**config.mk**
```make
export PLATFORM = sky130hd
export DESIGN_NAME = eight_bit_cpu_alu_with_flags_core
export DESIGN_NICKNAME = d
export VERILOG_FILES = /design/src/hdl/ebalu_pkg.sv /design/src/hdl/ebalu_datapath.sv /design/src/hdl/eight_bit_cpu_alu_with_flags_core.sv
export SDC_FILE = /design/constraint.sdc
export NUM_CORES = 1
export LEC_CHECK = 0
export BUFFER_PORTS_ARGS = -buffer_cell sky130_fd_sc_hd__buf_2
export CAP_MARGIN = 20
export CORE_MARGIN = 5
export CORE_UTILIZATION = 55
export DETAILED_ROUTE_END_ITERATION = 10
export PLACE_DENSITY = 0.76
export SYNTH_ARGS = -nofsm -noshare
export SYNTH_HDL_FRONTEND = slang
export SYNTH_SLANG_ARGS = --single-unit
```
**constraint.sdc**
```tcl
create_clock -name clk -period 4.77 [get_ports clk]
set_input_delay 0.477 -clock clk [delete_from_list [all_inputs] [get_ports clk]]
set_output_delay 0.477 -clock clk [all_outputs]
set_load 0.01 [all_outputs]
```
**src/hdl/ebalu_pkg.sv**
```systemverilog
`timescale 1ns / 1ps

package ebalu_pkg;

  typedef enum logic [4:0] {
    OP_ADD   = 5'd0,
    OP_ADC   = 5'd1,
    OP_SUB   = 5'd2,
    OP_SBC   = 5'd3,
    OP_CP    = 5'd4,
    OP_AND   = 5'd5,
    OP_OR    = 5'd6,
    OP_XOR   = 5'd7,
    OP_INC   = 5'd8,
    OP_DEC   = 5'd9,
    OP_DAA   = 5'd10,
    OP_RLC   = 5'd11,
    OP_RRC   = 5'd12,
    OP_RL    = 5'd13,
    OP_RR    = 5'd14,
    OP_SLA   = 5'd15,
    OP_SRA   = 5'd16,
    OP_SRL   = 5'd17,
    OP_ADD16 = 5'd18,
    OP_SPE   = 5'd19
  } op_t;

  typedef struct packed {
    logic z;
    logic n;
    logic h;
    logic c;
  } flags_t;

  localparam flags_t FLAGS_RESET = '{z: 1'b0, n: 1'b0, h: 1'b0, c: 1'b0};

  localparam logic [7:0] DAA_HI_ADJ = 8'h60;
  localparam logic [7:0] DAA_LO_ADJ = 8'h06;
  localparam logic [7:0] DAA_HI_LIMIT = 8'h99;
  localparam logic [3:0] DAA_LO_LIMIT = 4'h9;

endpackage

```
**src/hdl/ebalu_datapath.sv**
```systemverilog
`timescale 1ns / 1ps

module ebalu_datapath (
  input  logic [4:0]            opcode,
  input  logic [15:0]           value_a,
  input  logic [15:0]           value_b,
  input  logic                  accumulator_form,
  input  ebalu_pkg::flags_t     flags_cur,
  output logic [15:0]           result,
  output logic                  write_back,
  output ebalu_pkg::flags_t     flags_new
);

  logic [7:0]  a;
  logic [7:0]  b;
  logic        cin;
  logic        c_use;
  logic [8:0]  sum9;
  logic [4:0]  hsum5;
  logic [8:0]  diff9;
  logic [4:0]  hdiff5;
  logic [7:0]  daa_t1;
  logic [7:0]  daa_res;
  logic        daa_c;
  logic        daa_adj_hi;
  logic        daa_adj_lo;
  logic [16:0] sum17;
  logic [12:0] hsum13;
  logic [15:0] sp_ext;
  logic [15:0] sp_res;
  logic [4:0]  sp_h5;
  logic [8:0]  sp_c9;
  logic [7:0]  sh_res;
  logic        sh_co;
  logic [7:0]  res8;

  assign a   = value_a[7:0];
  assign b   = value_b[7:0];
  assign cin = flags_cur.c;

  // Carry-in is only taken for the with-carry forms.
  assign c_use = ((opcode == ebalu_pkg::OP_ADC) || (opcode == ebalu_pkg::OP_SBC)) ? cin : 1'b0;

  assign sum9   = {1'b0, a} + {1'b0, b} + {8'd0, c_use};
  assign hsum5  = {1'b0, a[3:0]} + {1'b0, b[3:0]} + {4'd0, c_use};
  assign diff9  = {1'b0, a} - {1'b0, b} - {8'd0, c_use};
  assign hdiff5 = {1'b0, a[3:0]} - {1'b0, b[3:0]} - {4'd0, c_use};

  // Decimal adjust; adding 0x60 leaves the low nibble alone, so the low
  // correction can look at the operand nibble directly.
  assign daa_adj_hi = cin || (a > ebalu_pkg::DAA_HI_LIMIT);
  assign daa_adj_lo = flags_cur.h || (a[3:0] > ebalu_pkg::DAA_LO_LIMIT);
  always_comb begin
    if (!flags_cur.n) begin
      daa_t1  = a + (daa_adj_hi ? ebalu_pkg::DAA_HI_ADJ : 8'd0);
      daa_res = daa_t1 + (daa_adj_lo ? ebalu_pkg::DAA_LO_ADJ : 8'd0);
      daa_c   = daa_adj_hi;
    end else begin
      daa_t1  = a - (cin ? ebalu_pkg::DAA_HI_ADJ : 8'd0);
      daa_res = daa_t1 - (flags_cur.h ? ebalu_pkg::DAA_LO_ADJ : 8'd0);
      daa_c   = cin;
    end
  end

  assign sum17  = {1'b0, value_a} + {1'b0, value_b};
  assign hsum13 = {1'b0, value_a[11:0]} + {1'b0, value_b[11:0]};

  assign sp_ext = {{8{b[7]}}, b};
  assign sp_res = value_a + sp_ext;
  assign sp_h5  = {1'b0, value_a[3:0]} + {1'b0, b[3:0]};
  assign sp_c9  = {1'b0, value_a[7:0]} + {1'b0, b};

  always_comb begin
    case (opcode)
      ebalu_pkg::OP_RLC: begin sh_co = a[7]; sh_res = {a[6:0], a[7]}; end
      ebalu_pkg::OP_RRC: begin sh_co = a[0]; sh_res = {a[0], a[7:1]}; end
      ebalu_pkg::OP_RL:  begin sh_co = a[7]; sh_res = {a[6:0], cin};  end
      ebalu_pkg::OP_RR:  begin sh_co = a[0]; sh_res = {cin, a[7:1]};  end
      ebalu_pkg::OP_SLA: begin sh_co = a[7]; sh_res = {a[6:0], 1'b0}; end
      ebalu_pkg::OP_SRA: begin sh_co = a[0]; sh_res = {a[7], a[7:1]}; end
      default:           begin sh_co = a[0]; sh_res = {1'b0, a[7:1]}; end
    endcase
  end

  always_comb begin
    res8       = 8'd0;
    result     = 16'd0;
    write_back = 1'b1;
    flags_new  = flags_cur;
    case (opcode)
      ebalu_pkg::OP_ADD, ebalu_pkg::OP_ADC: begin
        res8      = sum9[7:0];
        flags_new = '{z: (res8 == 8'd0), n: 1'b0, h: hsum5[4], c: sum9[8]};
        result    = {8'd0, res8};
      end
      ebalu_pkg::OP_SUB, ebalu_pkg::OP_SBC, ebalu_pkg::OP_CP: begin
        res8       = diff9[7:0];
        flags_new  = '{z: (res8 == 8'd0), n: 1'b1, h: hdiff5[4], c: diff9[8]};
        result     = {8'd0, res8};
        write_back = (opcode != ebalu_pkg::OP_CP);
      end
      ebalu_pkg::OP_AND: begin
        res8      = a & b;
        flags_new = '{z: (res8 == 8'd0), n: 1'b0, h: 1'b1, c: 1'b0};
        result    = {8'd0, res8};
      end
      ebalu_pkg::OP_OR: begin
        res8      = a | b;
        flags_new = '{z: (res8 == 8'd0), n: 1'b0, h: 1'b0, c: 1'b0};
        result    = {8'd0, res8};
      end
      ebalu_pkg::OP_XOR: begin
        res8      = a ^ b;
        flags_new = '{z: (res8 == 8'd0), n: 1'b0, h: 1'b0, c: 1'b0};
        result    = {8'd0, res8};
      end
      ebalu_pkg::OP_INC: begin
        res8      = a + 8'd1;
        flags_new = '{z: (res8 == 8'd0), n: 1'b0, h: (a[3:0] == 4'hF), c: cin};
        result    = {8'd0, res8};
      end
      ebalu_pkg::OP_DEC: begin
        res8      = a - 8'd1;
        flags_new = '{z: (res8 == 8'd0), n: 1'b1, h: (a[3:0] == 4'h0), c: cin};
        result    = {8'd0, res8};
      end
      ebalu_pkg::OP_DAA: begin
        res8      = daa_res;
        flags_new = '{z: (res8 == 8'd0), n: flags_cur.n, h: 1'b0, c: daa_c};
        result    = {8'd0, res8};
      end
      ebalu_pkg::OP_RLC, ebalu_pkg::OP_RRC, ebalu_pkg::OP_RL, ebalu_pkg::OP_RR: begin
        res8      = sh_res;
        // The accumulator forms always clear Z.
        flags_new = '{z: (!accumulator_form && (res8 == 8'd0)), n: 1'b0, h: 1'b0, c: sh_co};
        result    = {8'd0, res8};
      end
      ebalu_pkg::OP_SLA, ebalu_pkg::OP_SRA, ebalu_pkg::OP_SRL: begin
        res8      = sh_res;
        flags_new = '{z: (res8 == 8'd0), n: 1'b0, h: 1'b0, c: sh_co};
        result    = {8'd0, res8};
      end
      ebalu_pkg::OP_ADD16: begin
        result    = sum17[15:0];
        flags_new = '{z: flags_cur.z, n: 1'b0, h: hsum13[12], c: sum17[16]};
      end
      ebalu_pkg::OP_SPE: begin
        result    = sp_res;
        flags_new = '{z: 1'b0, n: 1'b0, h: sp_h5[4], c: sp_c9[8]};
      end
      default: begin
        result     = 16'd0;
        write_back = 1'b0;
        flags_new  = flags_cur;
      end
    endcase
  end

endmodule

```
**src/hdl/eight_bit_cpu_alu_with_flags_core.sv**
```systemverilog
`timescale 1ns / 1ps

// Eight-bit CPU ALU with a Z/N/H/C flag register. Each transaction carries an
// opcode and two operands and produces one result transaction with the value,
// a write-back bit and the new flags, which are also kept for the next
// operation. An operation is captured in an input register, evaluated
// combinationally and lands in the output register; one operation is
// accepted every cycle unless the output stalls. The flag register closes its
// loop in the evaluation stage, so dependent operations also run back to back.
// Output stall holds the output register and backs up into the input stage.

module eight_bit_cpu_alu_with_flags_core (
  input  logic        clk,
  input  logic        rst_n,
  input  logic        in_valid,
  output logic        in_stall,
  input  logic [4:0]  in_opcode,
  input  logic [15:0] in_value_a,
  input  logic [15:0] in_value_b,
  input  logic        in_accumulator_form,
  output logic        out_valid,
  input  logic        out_stall,
  output logic [15:0] out_result,
  output logic        out_write_back,
  output logic        out_flag_zero,
  output logic        out_flag_subtract,
  output logic        out_flag_half,
  output logic        out_flag_carry
);

  logic              s1_valid_r;
  logic              s1_valid_nxt;
  logic [4:0]        s1_opcode_r;
  logic [15:0]       s1_value_a_r;
  logic [15:0]       s1_value_b_r;
  logic              s1_accf_r;
  logic              out_valid_r;
  logic              out_valid_nxt;
  logic [15:0]       out_result_r;
  logic              out_write_back_r;
  ebalu_pkg::flags_t out_flags_r;
  ebalu_pkg::flags_t flags_r;
  ebalu_pkg::flags_t flags_nxt;
  ebalu_pkg::flags_t alu_flags;
  logic [15:0]       alu_result;
  logic              alu_write_back;
  logic              out_free;
  logic              s1_move;
  logic              in_take;

  assign out_free = !out_valid_r || !out_stall;
  assign s1_move  = s1_valid_r && out_free;
  assign in_stall = s1_valid_r && !out_free;
  assign in_take  = in_valid && !in_stall;

  ebalu_datapath u_datapath (
    .opcode           (s1_opcode_r),
    .value_a          (s1_value_a_r),
    .value_b          (s1_value_b_r),
    .accumulator_form (s1_accf_r),
    .flags_cur        (flags_r),
    .result           (alu_result),
    .write_back       (alu_write_back),
    .flags_new        (alu_flags)
  );

  always_comb begin
    s1_valid_nxt  = in_take ? 1'b1 : (s1_move ? 1'b0 : s1_valid_r);
    out_valid_nxt = s1_move ? 1'b1 : (out_stall ? out_valid_r : 1'b0);
    flags_nxt     = s1_move ? alu_flags : flags_r;
  end

  always_ff @(posedge clk) begin
    if (!rst_n) begin
      s1_valid_r  <= 1'b0;
      out_valid_r <= 1'b0;
      flags_r     <= ebalu_pkg::FLAGS_RESET;
    end else begin
      s1_valid_r  <= s1_valid_nxt;
      out_valid_r <= out_valid_nxt;
      flags_r     <= flags_nxt;
    end
  end

  always_ff @(posedge clk) begin
    if (in_take) begin
      s1_opcode_r  <= in_opcode;
      s1_value_a_r <= in_value_a;
      s1_value_b_r <= in_value_b;
      s1_accf_r    <= in_accumulator_form;
    end
    if (s1_move) begin
      out_result_r     <= alu_result;
      out_write_back_r <= alu_write_back;
      out_flags_r      <= alu_flags;
    end
  end

  assign out_valid         = out_valid_r;
  assign out_result        = out_result_r;
  assign out_write_back    = out_write_back_r;
  assign out_flag_zero     = out_flags_r.z;
  assign out_flag_subtract = out_flags_r.n;
  assign out_flag_half     = out_flags_r.h;
  assign out_flag_carry    = out_flags_r.c;

`ifndef NO_ASSERTIONS
  // The flags shown with a pending result are the flags the next operation uses.
  a_flags_match: assert property (@(posedge clk) disable iff (!rst_n)
    out_valid_r |-> (out_flags_r == flags_r))
    else $error("output flags differ from the flag register");

  // The input side only backs up when the input stage is occupied and blocked.
  a_stall_cause: assert property (@(posedge clk) disable iff (!rst_n)
    in_stall |-> (s1_valid_r && out_valid_r && out_stall))
    else $error("input stalled without a blocked transaction");

  // Flags never change without an operation moving to the output.
  a_flags_hold: assert property (@(posedge clk) disable iff (!rst_n)
    !s1_move |=> $stable(flags_r))
    else $error("flag register changed with no operation");

  // An unknown opcode leaves the flag register untouched.
  a_unknown_op: assert property (@(posedge clk) disable iff (!rst_n)
    (s1_move && (s1_opcode_r > ebalu_pkg::OP_SPE)) |=> (flags_r == $past(flags_r)))
    else $error("unknown opcode changed the flags");
`endif

endmodule
```
Yosys cells after proc, flatten, opt, wreduce, memory -nomap -nowiden:

Index checks and enable logic that the tools add are counted.

* add/subtract/negate cells: 17
* multiply operators: 0
* div/mod/pow operators: 0
* order comparisons: 2
* equality and inequality tests: 22
* shift operators: 0
* mux-type cells: 16
* bitwise operators: 3
* reduce and logical (&&, ||, !) cells: 32

Operator list (number)
* $pmux 16 s11: 1
* $logic_not 8->1: 9
* $pmux 4 s12: 1
* $pmux 8 s6: 1
* $eq 5x4->1 const B: 8
* $eq 5x3->1 const B: 4
* $eq 5x5->1 const B: 4
* $add 16x16->17: 1
* $reduce_or 17->1: 1
* $add 16x16->16: 1
* $add 8x8->8: 2
* $sub 8x8->8: 2
* $mux 7: 2
* $add 12x12->13: 1
* $eq 5x2->1 const B: 2
* $add 8x8->9: 1
* $add 9x1->9: 1
* $reduce_or 3->1: 3
* $sub 8x8->9: 1
* $sub 9x1->9: 1
* $add 8x1->8 const B: 1
* $and 8x8->8: 1
* $gt 8x8->1 const B: 1
* $mux 8: 1
* 24 further kinds: 41

* register bits: 65
* bits in latches: 0
* RAM bits: 0
* memory bits (read-only): 0
* output and inout bits: 23
* word-level logic and storage cells: 108
* memories kept: 0

Depth between registers and ports, before layout:

Gate-level depths: netlist of the first run.

* depth in word-level cells: 8
* mapped depth: 15
* depth with buffers taken out: 14

Modules after synthesis:

A second synthesis of the first run with hierarchy kept.

* cells, all modules: 655
* area total of the unflattened synthesis: 5935.7 sq um

Modules (own cells, without submodules)
* ebalu_datapath: times used 1, cells an instance 571, area each 3917.5 sq um
* eight_bit_cpu_alu_with_flags_core: times used 1, cells an instance 84, area each 2018.2 sq um

Worst setup path after synthesis of the first run:

No wires, ideal clock.

* path type: reg-to-reg
* start: register s1_opcode_r[0]
* end: register flags_r[3] (netlist bit)
* library setup time: 0.077 ns
* arrival time: 3.706 ns
* required time: 4.693 ns
* setup slack: 0.987 ns
* cell stages (with the launch flop): 15
* buffers on the path: 3
* clock period less this slack: 3.783 ns
* cells stage by stage: edfxtp_1 > clkbuf_1 > clkbuf_1 > buf_1 > nand4b_1 > fa_1 > inv_1 > fa_1 > nand2b_1 > a2111oi_0 > nor2_1 > xnor2_1 > or4_1 > and3_1 > a41oi_2

* longest elaborated chain between the ends: 6
* elaborated cells between the ends (all ways): 34
* those cells by class: 2 x add/sub; 19 x eq/ne; 3 x mux; 10 x reduce/logical

Ends and longest elaborated chain
* start, declared: RTL line eight_bit_cpu_alu_with_flags_core.sv:33 `logic [4:0] s1_opcode_r;`
* start signal, assigned: RTL line eight_bit_cpu_alu_with_flags_core.sv:87 `s1_opcode_r <= in_opcode;`
* $eq 5x1->1 / $eq 5x2->1 (equally long branches): RTL line ebalu_datapath.sv:42, ebalu_datapath.sv:90
* $logic_or 1x1->1: RTL line ebalu_datapath.sv:42 `assign c_use = ((opcode == ebalu_pkg::OP_ADC) || (opcode == ebalu_pkg::OP_SBC)) ? cin : 1'b0;`
* $mux 1: RTL line ebalu_datapath.sv:42
* $sub 9x1->9 / $add 9x1->9 (equally long branches): RTL line ebalu_datapath.sv:46, ebalu_datapath.sv:44
* $logic_not 8->1, on equally long branches: RTL line ebalu_datapath.sv:98, ebalu_datapath.sv:93
* $pmux 4 s12 *: RTL line ebalu_datapath.sv:90 `case (opcode)`
* end signal, assigned: RTL line eight_bit_cpu_alu_with_flags_core.sv:77 `flags_r <= ebalu_pkg::FLAGS_RESET;`
* end signal, assigned: RTL line eight_bit_cpu_alu_with_flags_core.sv:81 `flags_r <= flags_nxt;`
* end, declared: RTL line eight_bit_cpu_alu_with_flags_core.sv:42 `ebalu_pkg::flags_t flags_r;`

Every way passes the cells marked *; elsewhere a longest branch is shown, timed or not.
A chain may end at the register's enable or synchronous reset.

Worst setup path in the final report of the first run:

* start: register s1_value_a_r[1]
* end: register flags_r[3] (netlist bit)

* longest elaborated chain between the ends: 8
* elaborated cells between the ends (all ways): 32
* those cells by class: 10 x add/sub; 2 x order compare; 5 x mux; 3 x bitwise; 12 x reduce/logical

Ends and longest elaborated chain
* start, declared: RTL line eight_bit_cpu_alu_with_flags_core.sv:34 `logic [15:0] s1_value_a_r;`
* start signal, assigned: RTL line eight_bit_cpu_alu_with_flags_core.sv:88 `s1_value_a_r <= in_value_a;`
* $gt 8x8->1: RTL line ebalu_datapath.sv:51 `assign daa_adj_hi = cin || (a > ebalu_pkg::DAA_HI_LIMIT);`
* $logic_or 1x1->1: RTL line ebalu_datapath.sv:51
* $mux 7: RTL line ebalu_datapath.sv:55 `daa_t1 = a + (daa_adj_hi ? ebalu_pkg::DAA_HI_ADJ : 8'd0);`
* $add 8x8->8: RTL line ebalu_datapath.sv:55
* $add 8x8->8: RTL line ebalu_datapath.sv:56 `daa_res = daa_t1 + (daa_adj_lo ? ebalu_pkg::DAA_LO_ADJ : 8'd0);`
* $mux 8: RTL line ebalu_datapath.sv:54 `if (!flags_cur.n) begin`
* $logic_not 8->1: RTL line ebalu_datapath.sv:129 `flags_new = '{z: (res8 == 8'd0), n: flags_cur.n, h: 1'b0, c: daa_c};`
* $pmux 4 s12 *: RTL line ebalu_datapath.sv:90

Marked as above.

==> results of run 1 <==
[registers in the layout, indices dropped and copies added (netlist names), 4 cells and up]
name and flops:
flags_r 4, out_result 16, s1_opcode_r 5, s1_value_b_r 16, s1_value_a_r 16
[cell families after synthesis]
kind of cell | count (synthesis)
AO/OA/AOI/OAI | 172
XOR/XNOR | 51
adder cells (fa/ha/maj) | 67
buffers and inverters | 74
flip-flops | 65
multiplexers | 20
AND/OR/NAND/NOR | 217
[worst max-delay path, stage by stage (launching register included)]
cell       delay, ps
edfxtp_1         720
inv_1            290
ha_1             330
o21bai_1         210
a21o_1           180
ha_1             180
inv_1             60
fa_1             390
nand3b_1         230
nor2_1           130
a2111oi_0         70
a31oi_1          200
xnor2_1          170
or4b_2           660
a41oi_2          200
[final timing paths]
kind	depth (start not counted)	startpoint	endpoint	slack, ps
max	14	s1_value_a_r[1]	flags_r[3]	680
min	1	in_value_a[11]	s1_value_a_r[11]	270
max reg2reg	14	s1_value_a_r[1]	flags_r[3]	680
min reg2reg	2	s1_valid_r	out_valid	520
[routing by layer]
metal  GRT usage  up-vias  routed length (um)
li1            -     2608                   -
met5           0        -                   0
met1       0.392     2713                7910
met2       0.429      319                8220
met3      0.0595       56                1790
met4       0.122        0                 685
[power breakdown]
part	total, uW	internal (uW)	switching (uW)
combinational	585	230	355
clock	487	255	232
sequential	693	662	31.0
total	1760	1150	618
[cells in the final DEF (no fill, tap or decap), drive strengths merged, types with 8 or more instances in the layout]
cell / n
clkbuf: 11
and3: 13
nor2: 51
inv: 39
a21o: 9
a21oi: 37
edfxtp: 59
nand3: 20
mux2: 8
buf: 75
nand2: 43
xor2: 21
nand4: 9
ha: 62
xnor2: 30
nor2b: 8
o22ai: 15
o21ai: 28
nor4: 12
mux2i: 12
a31oi: 10
nor3: 16
[through the flow]
step	util	worst slack (ps)	instances
final	0.620	676	863
after CTS	0.618	761	862
after global routing	0.620	467	863
after floorplan	-	987	666
after global placement	0.600	921	846
after detailed placement	0.600	796	846
[layout make-up]
type / instances / area [um2]
multi-input combinational: 527 / 3890
timing repair buffer: 75 / 415
sequential: 65 / 1890
clock buffer: 11 / 141
inverter: 40 / 150
fill: 935 / 4120
clock inverter: 5 / 56.3
tap: 140 / 175
==> results.md, run 1 <==
- The run finished with clean final reports.
- The sum of overflow across all layers after global routing is 0.
- Entering global routing, the biggest net connects 39 pins.
- In this run, synthesis produced a sequential element count of between 60 and 70.
- From bottom edge to top edge, the die measures approximately 120 um.
- The average wire per cell in the routed design is 21.6 um.
- The arrival time at the worst endpoint is roughly 4400 ps.
- The via count of the first global-routing pass was 5326.
- The ratio of cells with drive above 1 in the final layout is 0.166.
- The total of endpoints with negative setup slack in the final report is 0.
- The number of warnings issued by yosys is 0.
- After clock tree synthesis, the setup repair step added 0 buffers.
- The dominant combinational cell family by area after synthesis is compound AO/OA/AOI/OAI gates.
- The worst setup path is launched from a flip-flop.
- The number of buffers inserted by port buffering is 64.
- For this run, the total global-route usage over all layers was measured as 0.283.
- The maximum vdd ir drop is 0.197 mV.
- The power density over the cells is 263 nW/um2.
- The wire length of the first global-routing pass is roughly 29000 um.
- The fraction of the mapped netlist area in compound gates is 0.201.
- The number of iterations in the first detailed-routing pass is 5.
- For this run, the top clock speed supported by timing is 0.244 GHz.
- Dividing the final minimum period by the clock period gives 0.858.
- The post-detailed-routing wire length is ~19000 um.
- In this run the tightest slew margin relative to its limit is 0.354.
- The number of antenna cells inserted is 0.
- The worst hold slack after final layout is 274 ps.
- The completed layout was analyzed and its total power is between 1500 and 2000 uW.
- After the first detailed-routing iteration, the DRC count stood at 539.
- The clock tree root buffer cell is clkbuf_8.
- The fraction of synthesis flops using an asynchronous set or reset pin is 0.
- The number of core rows is 38.
- The core region is between 10000 and 15000 um2.
- The cell area reported after detailed placement is roughly 6500 um2.
- The mux cell area share after synthesis is 0.0346.
- The final instance area is slightly below 7000 um2.
- The final count of hold timing violations is 0.
- Of the total synthesized cell area, the portion taken by full adders, half adders and majority gates is 0.142.
- The number of buffers inserted for hold repair after clock tree synthesis is 0.
- Among all flip-flop cells after synthesis, the most frequent one is edfxtp_1.
- By area the synthesized netlist is led by edfxtp_1 (29%), ha_1 (13%), xnor2_1 (4.3%).
- The worst min-delay path class is in2reg.
- Yosys instantiated no cell more often than ha_1.
- The detail route stage leaves a number of antenna-violating nets equal to 0.
- The shortest clock period the worst path allows after layout is 4090 ps.
- The total of cells resized after clock tree synthesis is 0.
- Along the worst path, the maximum fanout reaches 14.
- The accumulated negative setup slack is 0 ps.
- The largest total area in the synthesized netlist belongs to edfxtp_1.
- In the routed layout, each cell is associated on average with a via count of 6.60.
- The worst setup path is captured at a flip-flop.
- The simple-gate share of the synthesized area is 0.187.
- Measured along the x axis, the die boundary spans 115 um.
- Setup repair after global routing left no endpoint under its margin.
- The number of enable-type register cells in the synthesized netlist is a little under 60.
- In this run the number of H-tree levels came out at 3.
- TritonCTS built the clock tree.
- Averaged over all synthesized cells, the footprint is 9.13 um2.
- The number of top-level pins is between 60 and 70.
- The netlist uses 81 different library cells.
- The area overhead of the layout relative to synthesis is 10.5%.
- The clock passes through at most 2 buffers.
- The clock-pin slew on the worst setup and hold paths is 80 ps.
- TritonCTS created 9 clock buffers.
- The initial antenna violation count is 0.
- The cell leakage power is ~0.0028 uW.
- The clock latency on the worst-skew pair is 370 ps.
- The area enclosed by the die boundary is about 13000 um2.
- Of the synthesized area, sequential elements account for 0.311.
- Of the post-synthesis cell area, the dominant cell type holds 0.291.
- The final-report max-slew violation count was 0.
- Across the run, the number of max-cap violations was 0.
- The starting utilization of the core area is 0.561.
- The congestion estimate from routability-driven global placement came to around 1.
- Synthesis handed over a netlist of roughly 670 instances.
- The synthesized-area fraction occupied by xor and xnor cells is 0.0735.
- Synthesis produced a netlist with a net count of around 770.
- By count the netlist is led by ha_1 (62), edfxtp_1 (59), nor2_1 (51), nand2_1 (43), inv_1 (38).
- The worst-case clock skew is 9.42 ps.
- For this run, design rule violations remaining after detail routing come to 0.
- The HPWL after detailed placement is 14200 um.
- STA puts the critical path data required time at roughly 5100 ps.
- At the pin with the least slew margin, the transition time is slightly below 1000 ps.
- The via total after detailed routing is 5696.
- The type of the worst setup path is reg2reg.
- For this design, the sink count on the clock tree is 65.
- The synthesized netlist occupies a cell area of 6080 um2.
- The net count reported at finish is just over 800.
Note: power is estimated with default switching activity, not from simulation.
==> inputs of run 2 (changes only) <==
Settings changed: PLACE_DENSITY 0.76 to 0.77, SYNTH_HIERARCHICAL from default to 1.
==> run 2 against run 1 <==
Via count down 1.9%. Hold slack better by 13 ps. Largest cell class unchanged. Critical path depth is the same. Sequential share of layout area is 0.16 points higher. First-iteration DRC count is 27% higher. Highest routed layer unchanged. Worst setup slack got worse by 91 ps. Flip-flop and latch count unchanged. Synthesized cell count shrank 1.7%. Clock power is 15% higher. Utilization grew 0.46 points. Non-clock buffer count grew 4.
==> results.md, run 2 <==
- The highest net fanout along the worst path is 4 (was 14).
- The clock tree root buffer cell is clkbuf_8 (unchanged).
- The shortest clock period the worst path allows after layout is 4190 ps (was 4090 ps).
- The number of DRC markers after the initial detailed-route iteration was 684 (was 539).
- The portion of synthesized cell area occupied by the leading cell type came to 0.298 (was 0.291).
- The non-filler instance count after layout is 862 (was 863).
- The total of fill cells in the finished design is 935 (unchanged).
- The average vias per placed instance came to 6.48 (was 6.60).
- The maximum number of pins on one net before global-route repair is 39 (unchanged).
- The number of iterations in the first detailed-routing pass is 6 (was 5).
- The most used flip-flop cell after synthesis is edfxtp_1 (unchanged).
- Top library cells by usage in the layout, fill and taps aside: buf_2 (64), ha_1 (64), nor2_1 (62) (was buf_2 (64), ha_1 (62), edfxtp_1 (59)).
- The combinational cell fraction of total power is 0.318 (was 0.332).
- The unique cell type count in the Yosys netlist came to 69 (was 81).
- The TritonCTS sink count is 65 (unchanged).
- The die boundary width came to 114 um (was 115 um).
- The average wire per cell in the routed design is 21.5 um (was 21.6 um).
- The fraction of the yosys area taken by sequential cells is 0.319 (was 0.311).
- The synthesized netlist cell count was 655 (was 666).
- The clock latency on the worst-skew pair is 360 ps (was 370 ps).
- The global placement routability congestion is 1.01 (was 0.999).
- The number of core rows came to 38 (unchanged).
- Outcome: completed (unchanged).
- The type of origin of the critical path is a flip-flop (unchanged).
- The number of remaining DRC errors is 0 (unchanged).
- The final instance area was 6680 um2 (was 6720 um2).
- The post-synthesis instance area came to 5940 um2 (was 6080 um2).
- The total of endpoints with negative setup slack in the final report is 0 (unchanged).
- The cell leakage power came to 0.00265 uW (was 0.00277 uW).
- The synthesized area per cell is 9.06 um2 (was 9.13 um2).
- The total of cells resized after clock tree synthesis came to 0 (unchanged).
- The number of nets produced by synthesis is 765 (was 774).
- Setup repair after global routing missed its margin: false (unchanged).
- The area enclosed by the die boundary is 13000 um2 (was 13300 um2).
- The leading area contributor after synthesis is edfxtp_1 (unchanged).
- The buffer depth of the longest clock path is 2 (unchanged).
- The TritonCTS clock tree was built (unchanged).
- The part of the total power dissipated in sequential elements came to 0.376 (was 0.393).
- The net count reported at finish is 827 (was 826).
- The arrival time at the worst endpoint came to 4380 ps (was 4390 ps).
- The number of antenna cells inserted is 0 (unchanged).
- The number of warnings issued by yosys is 6 (was 0).
- The number of buffers inserted by port buffering came to 64 (unchanged).
- The maximum vdd ir drop is 0.257 mV (was 0.197 mV).
- The net load switching power was 644 uW (was 618 uW).
- Ranking of synthesized cells by instance count: ha_1 (64), nor2_1 (62), edfxtp_1 (59), a21oi_1 (54), nand2_1 (49) (was ha_1 (62), edfxtp_1 (59), nor2_1 (51), nand2_1 (43), inv_1 (38)).
- The half-perimeter wire length of the detailed placement result is 13900 um (was 14200 um).
- The clock network fraction of total power is 0.306 (was 0.276).
- The fraction of synthesis flops using an asynchronous set or reset pin is 0 (unchanged).
- The number of max-capacitance violations reported is 0 (unchanged).
- The power density over the cells is 274 nW/um2 (was 263 nW/um2).
- The sum of overflow across all layers after global routing is 0 (unchanged).
- The worst min-delay path class is in2reg (unchanged).
- The via total after detailed routing is 5588 (was 5696).
- The most numerous cell in the Yosys netlist is ha_1 (unchanged).
- The type of element capturing the critical path is a flip-flop (unchanged).
- The total global routing track utilization is 0.284 (was 0.283).
- The clock-pin slew on the worst setup and hold paths was 100 ps (was 80 ps).
- The type of the worst setup path is reg2reg (unchanged).
- The flip-flop and latch count after synthesis is 65 (unchanged).
- The count of placed standard cells including taps was 845 (was 846).
- The accumulated negative setup slack came to 0 ps (unchanged).
- The internal power summed over all cells came to 1180 uW (was 1150 uW).
- The maximum clock frequency came to 0.239 GHz (was 0.244 GHz).
- The wire length of the first global-routing pass is 28800 um (about the same).
- The number of enable-type register cells in the synthesized netlist is 59 (unchanged).
- The initial antenna violation count is 0 (unchanged).
- The worst slew margin relative to its limit is 0.386 (was 0.354).
- The total clock buffers created by CTS is 9 (unchanged).
- The final-report max-slew violation count is 0 (unchanged).
- The final count of hold timing violations is 0 (unchanged).
- The worst-case clock skew is 19.2 ps (was 9.42 ps).
- The area overhead of the layout relative to synthesis is 12.6% (was 10.5%).
- The starting utilization of the core area is 0.555 (was 0.561).
- The post-detailed-routing wire length is 18500 um (was 18600 um).
- The y dimension of the die is 114 um (was 115 um).
- The deepest level of the CTS H-tree is 3 (unchanged).
- Leading post-synthesis cells by cell area: edfxtp_1 (30%), ha_1 (13%), xnor2_1 (5.8%) (was edfxtp_1 (29%), ha_1 (13%), xnor2_1 (4.3%)).
- The switching fraction of total power is 0.352 (was 0.350).
- The number of buffers added for setup after CTS is 0 (unchanged).
- The via count of the first global-routing pass came to 5322 (was 5326).
- The data required time of the worst path came to 4960 ps (was 5060 ps).
- The share of the cycle needed by the critical path after routing is 0.877 (was 0.858).
- The number of buffers inserted for hold repair after clock tree synthesis was 0 (unchanged).
- The ratio of cells with drive above 1 in the final layout is 0.159 (was 0.166).
- The cell area reported after detailed placement came to 6430 um2 (was 6500 um2).
- The number of top-level pins is 65 (unchanged).
- The area of the placeable core is 10700 um2 (was 10800 um2).
- The worst-margin pin slew is 914 ps (was 968 ps).
- The antenna violation net count after detailed routing is 0 (unchanged).
## run 2: changes by cell type in the layout (fill, tap and decap cells not counted), sizes merged, moves of 6 or more
| cell | previous run | this run |
|---|---|---|
| a21oi | 37 | 54 |
| a31oi | 10 | 3 |
| and3 | 13 | 6 |
| inv | 39 | 33 |
| nand2 | 43 | 49 |
| nand4 | 9 | 2 |
| nor2 | 51 | 62 |
| xnor2 | 30 | 39 |
## run 2: area by class of cell
cell class                 instances  area [um2]  share of cell area
sequential                        65        1890               0.283
clock inverter                     7         103              0.0154
multi-input combinational        529        3820               0.572
tap                              140         175              0.0262
clock buffer                       9         124              0.0185
timing repair buffer              79         445              0.0667
inverter                          33         124              0.0185
## run 2: power groups by stage
stage               registers, uW  logic, uW  clock network, uW
CTS                           687        561                566
global placement              699        545                  0
finish                        687        581                560
detailed placement            700        557                  0
floorplan                     699        391                  0
global route                  691        624                599
## run 2: worst paths after layout
path	slack, ps	endpoint	cells after the start	from
hold / removal	290	s1_opcode_r[1]	1	in_opcode[1]
setup reg to reg	580	flags_r[0]	14	s1_opcode_r[3]
setup / recovery	580	flags_r[0]	14	s1_opcode_r[3]
hold reg to reg	470	flags_r[3]	2	flags_r[3]
## run 2: stage by stage
step	power, uW	hold WS (ps)	setup slack [ps]	utilization
2_1_floorplan	1090	435	648	-
3_3_place_gp	1240	450	877	0.602
3_5_place_dp	1260	457	769	0.602
4_1_cts	1810	271	723	0.623
5_1_grt	1910	262	369	0.625
6_report	1830	287	585	0.625
## run 2: logic make-up (layout without fill, tap and decap cells)
kind of cell	after synthesis	in the layout	share of synthesized area
xor+xnor	57	57	0.0841
buf+inv	61	128	0.0392
fa+ha+maj	69	69	0.150
compound gates	180	180	0.211
mux	21	21	0.0365
simple gates	202	202	0.160
flops	65	65	0.319
## run 2: layer usage
metal | track usage | routed length [um]
met3 | 0.0414 | 1800
met2 | 0.438 | 8300
met1 | 0.411 | 7920
met4 | 0.0926 | 486
met5 | 0 | 0
## run 2: worst max-delay path: stages (launching register included)
cell and delay, ps:
edfxtp_1 390, nor3_1 370, nand3_1 180, fa_1 450, fa_1 470, o21a_1 210, nor2_1 200, o21ai_0 200
a21o_1 210, a21oi_1 190, xor2_1 140, a2111oi_0 610, a41oi_1 260, nand2_1 100, mux2i_1 70
==> inputs of run 3 (changes only) <==
Settings changed: CTS_BUF_LIST from default to sky130_fd_sc_hd__clkbuf_4, SLEW_MARGIN from default to 20.
==> run 3 against run 2 <==
Final cell count stayed put. Via count fell by 0.52%. Combinational power hardly changed. Flip-flop and latch count did not move. Utilization fell by 0.53 points. Worst setup slack better by 9.6 ps. Wire length is 0.72% higher. Critical path type unchanged. Critical endpoint unchanged.
==> results.md, run 3 (synthesized netlist as in run 2, its figures left out) <==
- The worst-margin pin slew is 929 ps (was 914 ps).
- The total of endpoints with negative setup slack in the final report came to 0 (unchanged).
- The number of max-capacitance violations reported is 0 (unchanged).
- The half-perimeter wire length of the detailed placement result was 13900 um (unchanged).
- The via total after detailed routing is 5559 (was 5588).
- The number of antenna cells inserted is 0 (unchanged).
- The total of fill cells in the finished design is 943 (was 935).
- The number of core rows is 38 (unchanged).
- The power density over the cells came to 262 nW/um2 (was 274 nW/um2).
- The via count of the first global-routing pass came to 5335 (was 5322).
- Setup repair after global routing missed its margin: false (unchanged).
- The worst min-delay path class is in2reg (unchanged).
- The post-detailed-routing wire length is 18600 um (was 18500 um).
- The delay of the slowest cell on the worst path is 610 ps (about the same).
- The non-filler instance count after layout was 862 (unchanged).
- The reg-to-reg endpoint is flags_r[0] (unchanged).
- Outcome: completed (unchanged).
- The accumulated negative setup slack is 0 ps (unchanged).
- The most frequent cell on the critical path is fa_1 (unchanged).
- The deepest level of the CTS H-tree is 3 (unchanged).
- The final worst-path setup slack is 594 ps (was 585 ps).
- The type of origin of the critical path is a flip-flop (unchanged).
- The area of the placeable core is 10700 um2 (unchanged).
- The number of buffers added for setup after CTS is 0 (unchanged).
- The global placement routability congestion is 1.01 (unchanged).
- The initial antenna violation count is 0 (unchanged).
- The sum of buffers and inverters on the critical path is 0 (unchanged).
- The end point of the most critical hold path is s1_value_a_r[0] (was s1_opcode_r[1]).
- The clock latency on the worst-skew pair is 450 ps (was 360 ps).
- The TritonCTS clock tree is built (unchanged).
- The number of buffers inserted for hold repair after clock tree synthesis is 0 (unchanged).
- The number of DRC markers after the initial detailed-route iteration is 718 (was 684).
- The footprint of the flip-flops and latches was 1890 um2 (unchanged).
- The starting utilization of the core area is 0.555 (unchanged).
- The antenna violation net count after detailed routing is 0 (unchanged).
- The type of the worst setup path is reg2reg (unchanged).
- The y dimension of the die came to 114 um (unchanged).
- The share of the cycle needed by the critical path after routing came to 0.875 (was 0.877).
- The start of the worst register-to-register path is s1_opcode_r[4] (was s1_opcode_r[3]).
- The arrival time at the worst endpoint is 4460 ps (was 4380 ps).
- Top library cells by usage in the layout, fill and taps aside: buf_2 (64), ha_1 (64), nor2_1 (62) (unchanged).
- The cell class contributing the biggest share of worst-path delay is compound AO/OA/AOI/OAI gates (unchanged).
- The ratio of cells with drive above 1 in the final layout came to 0.159 (unchanged).
- The sum of overflow across all layers after global routing is 0 (unchanged).
- The start point of the worst min-delay path is in_value_a[0] (was in_opcode[1]).
- The average wire per cell in the routed design came to 21.6 um (was 21.5 um).
- The clock tree root buffer cell is clkbuf_4 (was clkbuf_8).
- The number of cells on the worst hold path was 1 (unchanged).
- The slowest library cell on the worst path is a2111oi_0 (unchanged).
- The final count of hold timing violations is 0 (unchanged).
- The area of combinational cells with multiple inputs is 3820 um2 (unchanged).
- The number of buffers inserted by port buffering is 64 (unchanged).
- The area overhead of the layout relative to synthesis is 11.6% (was 12.6%).
- The cell leakage power is 0.00263 uW (was 0.00265 uW).
- The total global routing track utilization is 0.285 (was 0.284).
- Critical path, cell by cell: nor3_1 -> nand3_1 -> fa_1 -> fa_1 -> o21a_1 -> nor2_1 -> o21ai_0 -> a21o_1 -> a21oi_1 -> xor2_1 -> a2111oi_0 -> a41oi_1 -> nand2_1 -> mux2i_1 (unchanged).
- The number of iterations in the first detailed-routing pass is 5 (was 6).
- The setup slack at placement came to 769 ps (unchanged).
- The data required time of the worst path is 5060 ps (was 4960 ps).
- The net count reported at finish came to 827 (unchanged).
- The maximum clock frequency is 0.239 GHz (about the same).
- The worst slew margin relative to its limit is 0.376 (was 0.386).
- The average vias per placed instance came to 6.45 (was 6.48).
- The highest net fanout along the worst path is 4 (unchanged).
- The total power draw was 1740 uW (was 1830 uW).
- The setup slack of the most critical reg-to-reg path came to 590 ps (was 580 ps).
- The number of top-level pins was 65 (unchanged).
- The buffer depth of the longest clock path is 2 (unchanged).
- The number of cells on the worst reg-to-reg path is 14 (unchanged).
- The maximum vdd ir drop was 0.165 mV (was 0.257 mV).
- The wire length of the first global-routing pass is 28800 um (about the same).
- The final-report max-slew violation count is 0 (unchanged).
- The die boundary width came to 114 um (unchanged).
- The TritonCTS sink count is 65 (unchanged).
- The total of cells resized after clock tree synthesis is 0 (unchanged).
- The shortest clock period the worst path allows after layout is 4180 ps (was 4190 ps).
- The clock-pin slew on the worst setup and hold paths is 160 ps (was 100 ps).
- The total clock buffers created by CTS is 9 (unchanged).
- The count of placed standard cells including taps was 845 (unchanged).
- The area enclosed by the die boundary is 13000 um2 (unchanged).
- The type of element capturing the critical path was a flip-flop (unchanged).
- The number of remaining DRC errors came to 0 (unchanged).
- The maximum number of pins on one net before global-route repair is 39 (unchanged).
- The worst-case clock skew is 34.5 ps (was 19.2 ps).
run 3: cell counts in the layout (fill, tap and decap cells not counted):
Identical to the previous run, type by type.
run 3: layout make-up:
type / count / area share
clock inverter: 7 / 0.0155
inverter: 33 / 0.0187
tap: 140 / 0.0264
clock buffer: 9 / 0.0102
sequential: 65 / 0.286
multi-input combinational: 529 / 0.576
timing repair buffer: 79 / 0.0672
run 3: per-stage QoR:
| step | hold slack, ps | area (um2) | util |
|---|---|---|---|
| 5_1_grt | 153 | 6630 | 0.619 |
| 6_report | 187 | 6630 | 0.619 |
| 3_5_place_dp | 457 | 6430 | 0.602 |
| 2_1_floorplan | 435 | 5940 | - |
| 3_3_place_gp | 450 | 6430 | 0.602 |
| 4_1_cts | 160 | 6610 | 0.617 |
run 3: report_power, final:
part           leakage [uW]  internal [uW]  switching [uW]
sequential         0.000614            660            26.7
combinational       0.00192            223             358
clock             0.0000924            219             251
run 3: metal layers:
| layer | GRT usage | part of all wire | vias to the layer above |
|---|---|---|---|
| met3 | 0.0414 | 0.090 | 51 |
| met5 | 0 | 0 | - |
| met1 | 0.406 | 0.43 | 2603 |
| met2 | 0.442 | 0.45 | 341 |
| met4 | 0.101 | 0.034 | 0 |
| li1 | - | - | 2564 |
run 3: worst reg2reg max path, stage by stage (launching register included):
cell	delay, ps
edfxtp_1	440
nor3_1	310
nand3_1	180
fa_1	450
fa_1	470
o21a_1	210
nor2_1	200
o21ai_0	190
a21o_1	210
a21oi_1	180
xor2_1	130
a2111oi_0	610
a41oi_1	250
nand2_1	100
mux2i_1	70
run 3: worst max-delay path by stage:
stage,startpoint,end,slack [ps],cells after the start
after floorplan,s1_opcode_r[0],out_flag_carry,650,14
after global placement,s1_opcode_r[3],flags_r[0],880,14
after CTS,s1_opcode_r[4],flags_r[0],700,14
after global routing,s1_opcode_r[4],flags_r[0],360,14
final,s1_opcode_r[4],flags_r[0],590,14
after detailed placement,s1_opcode_r[3],flags_r[0],770,14
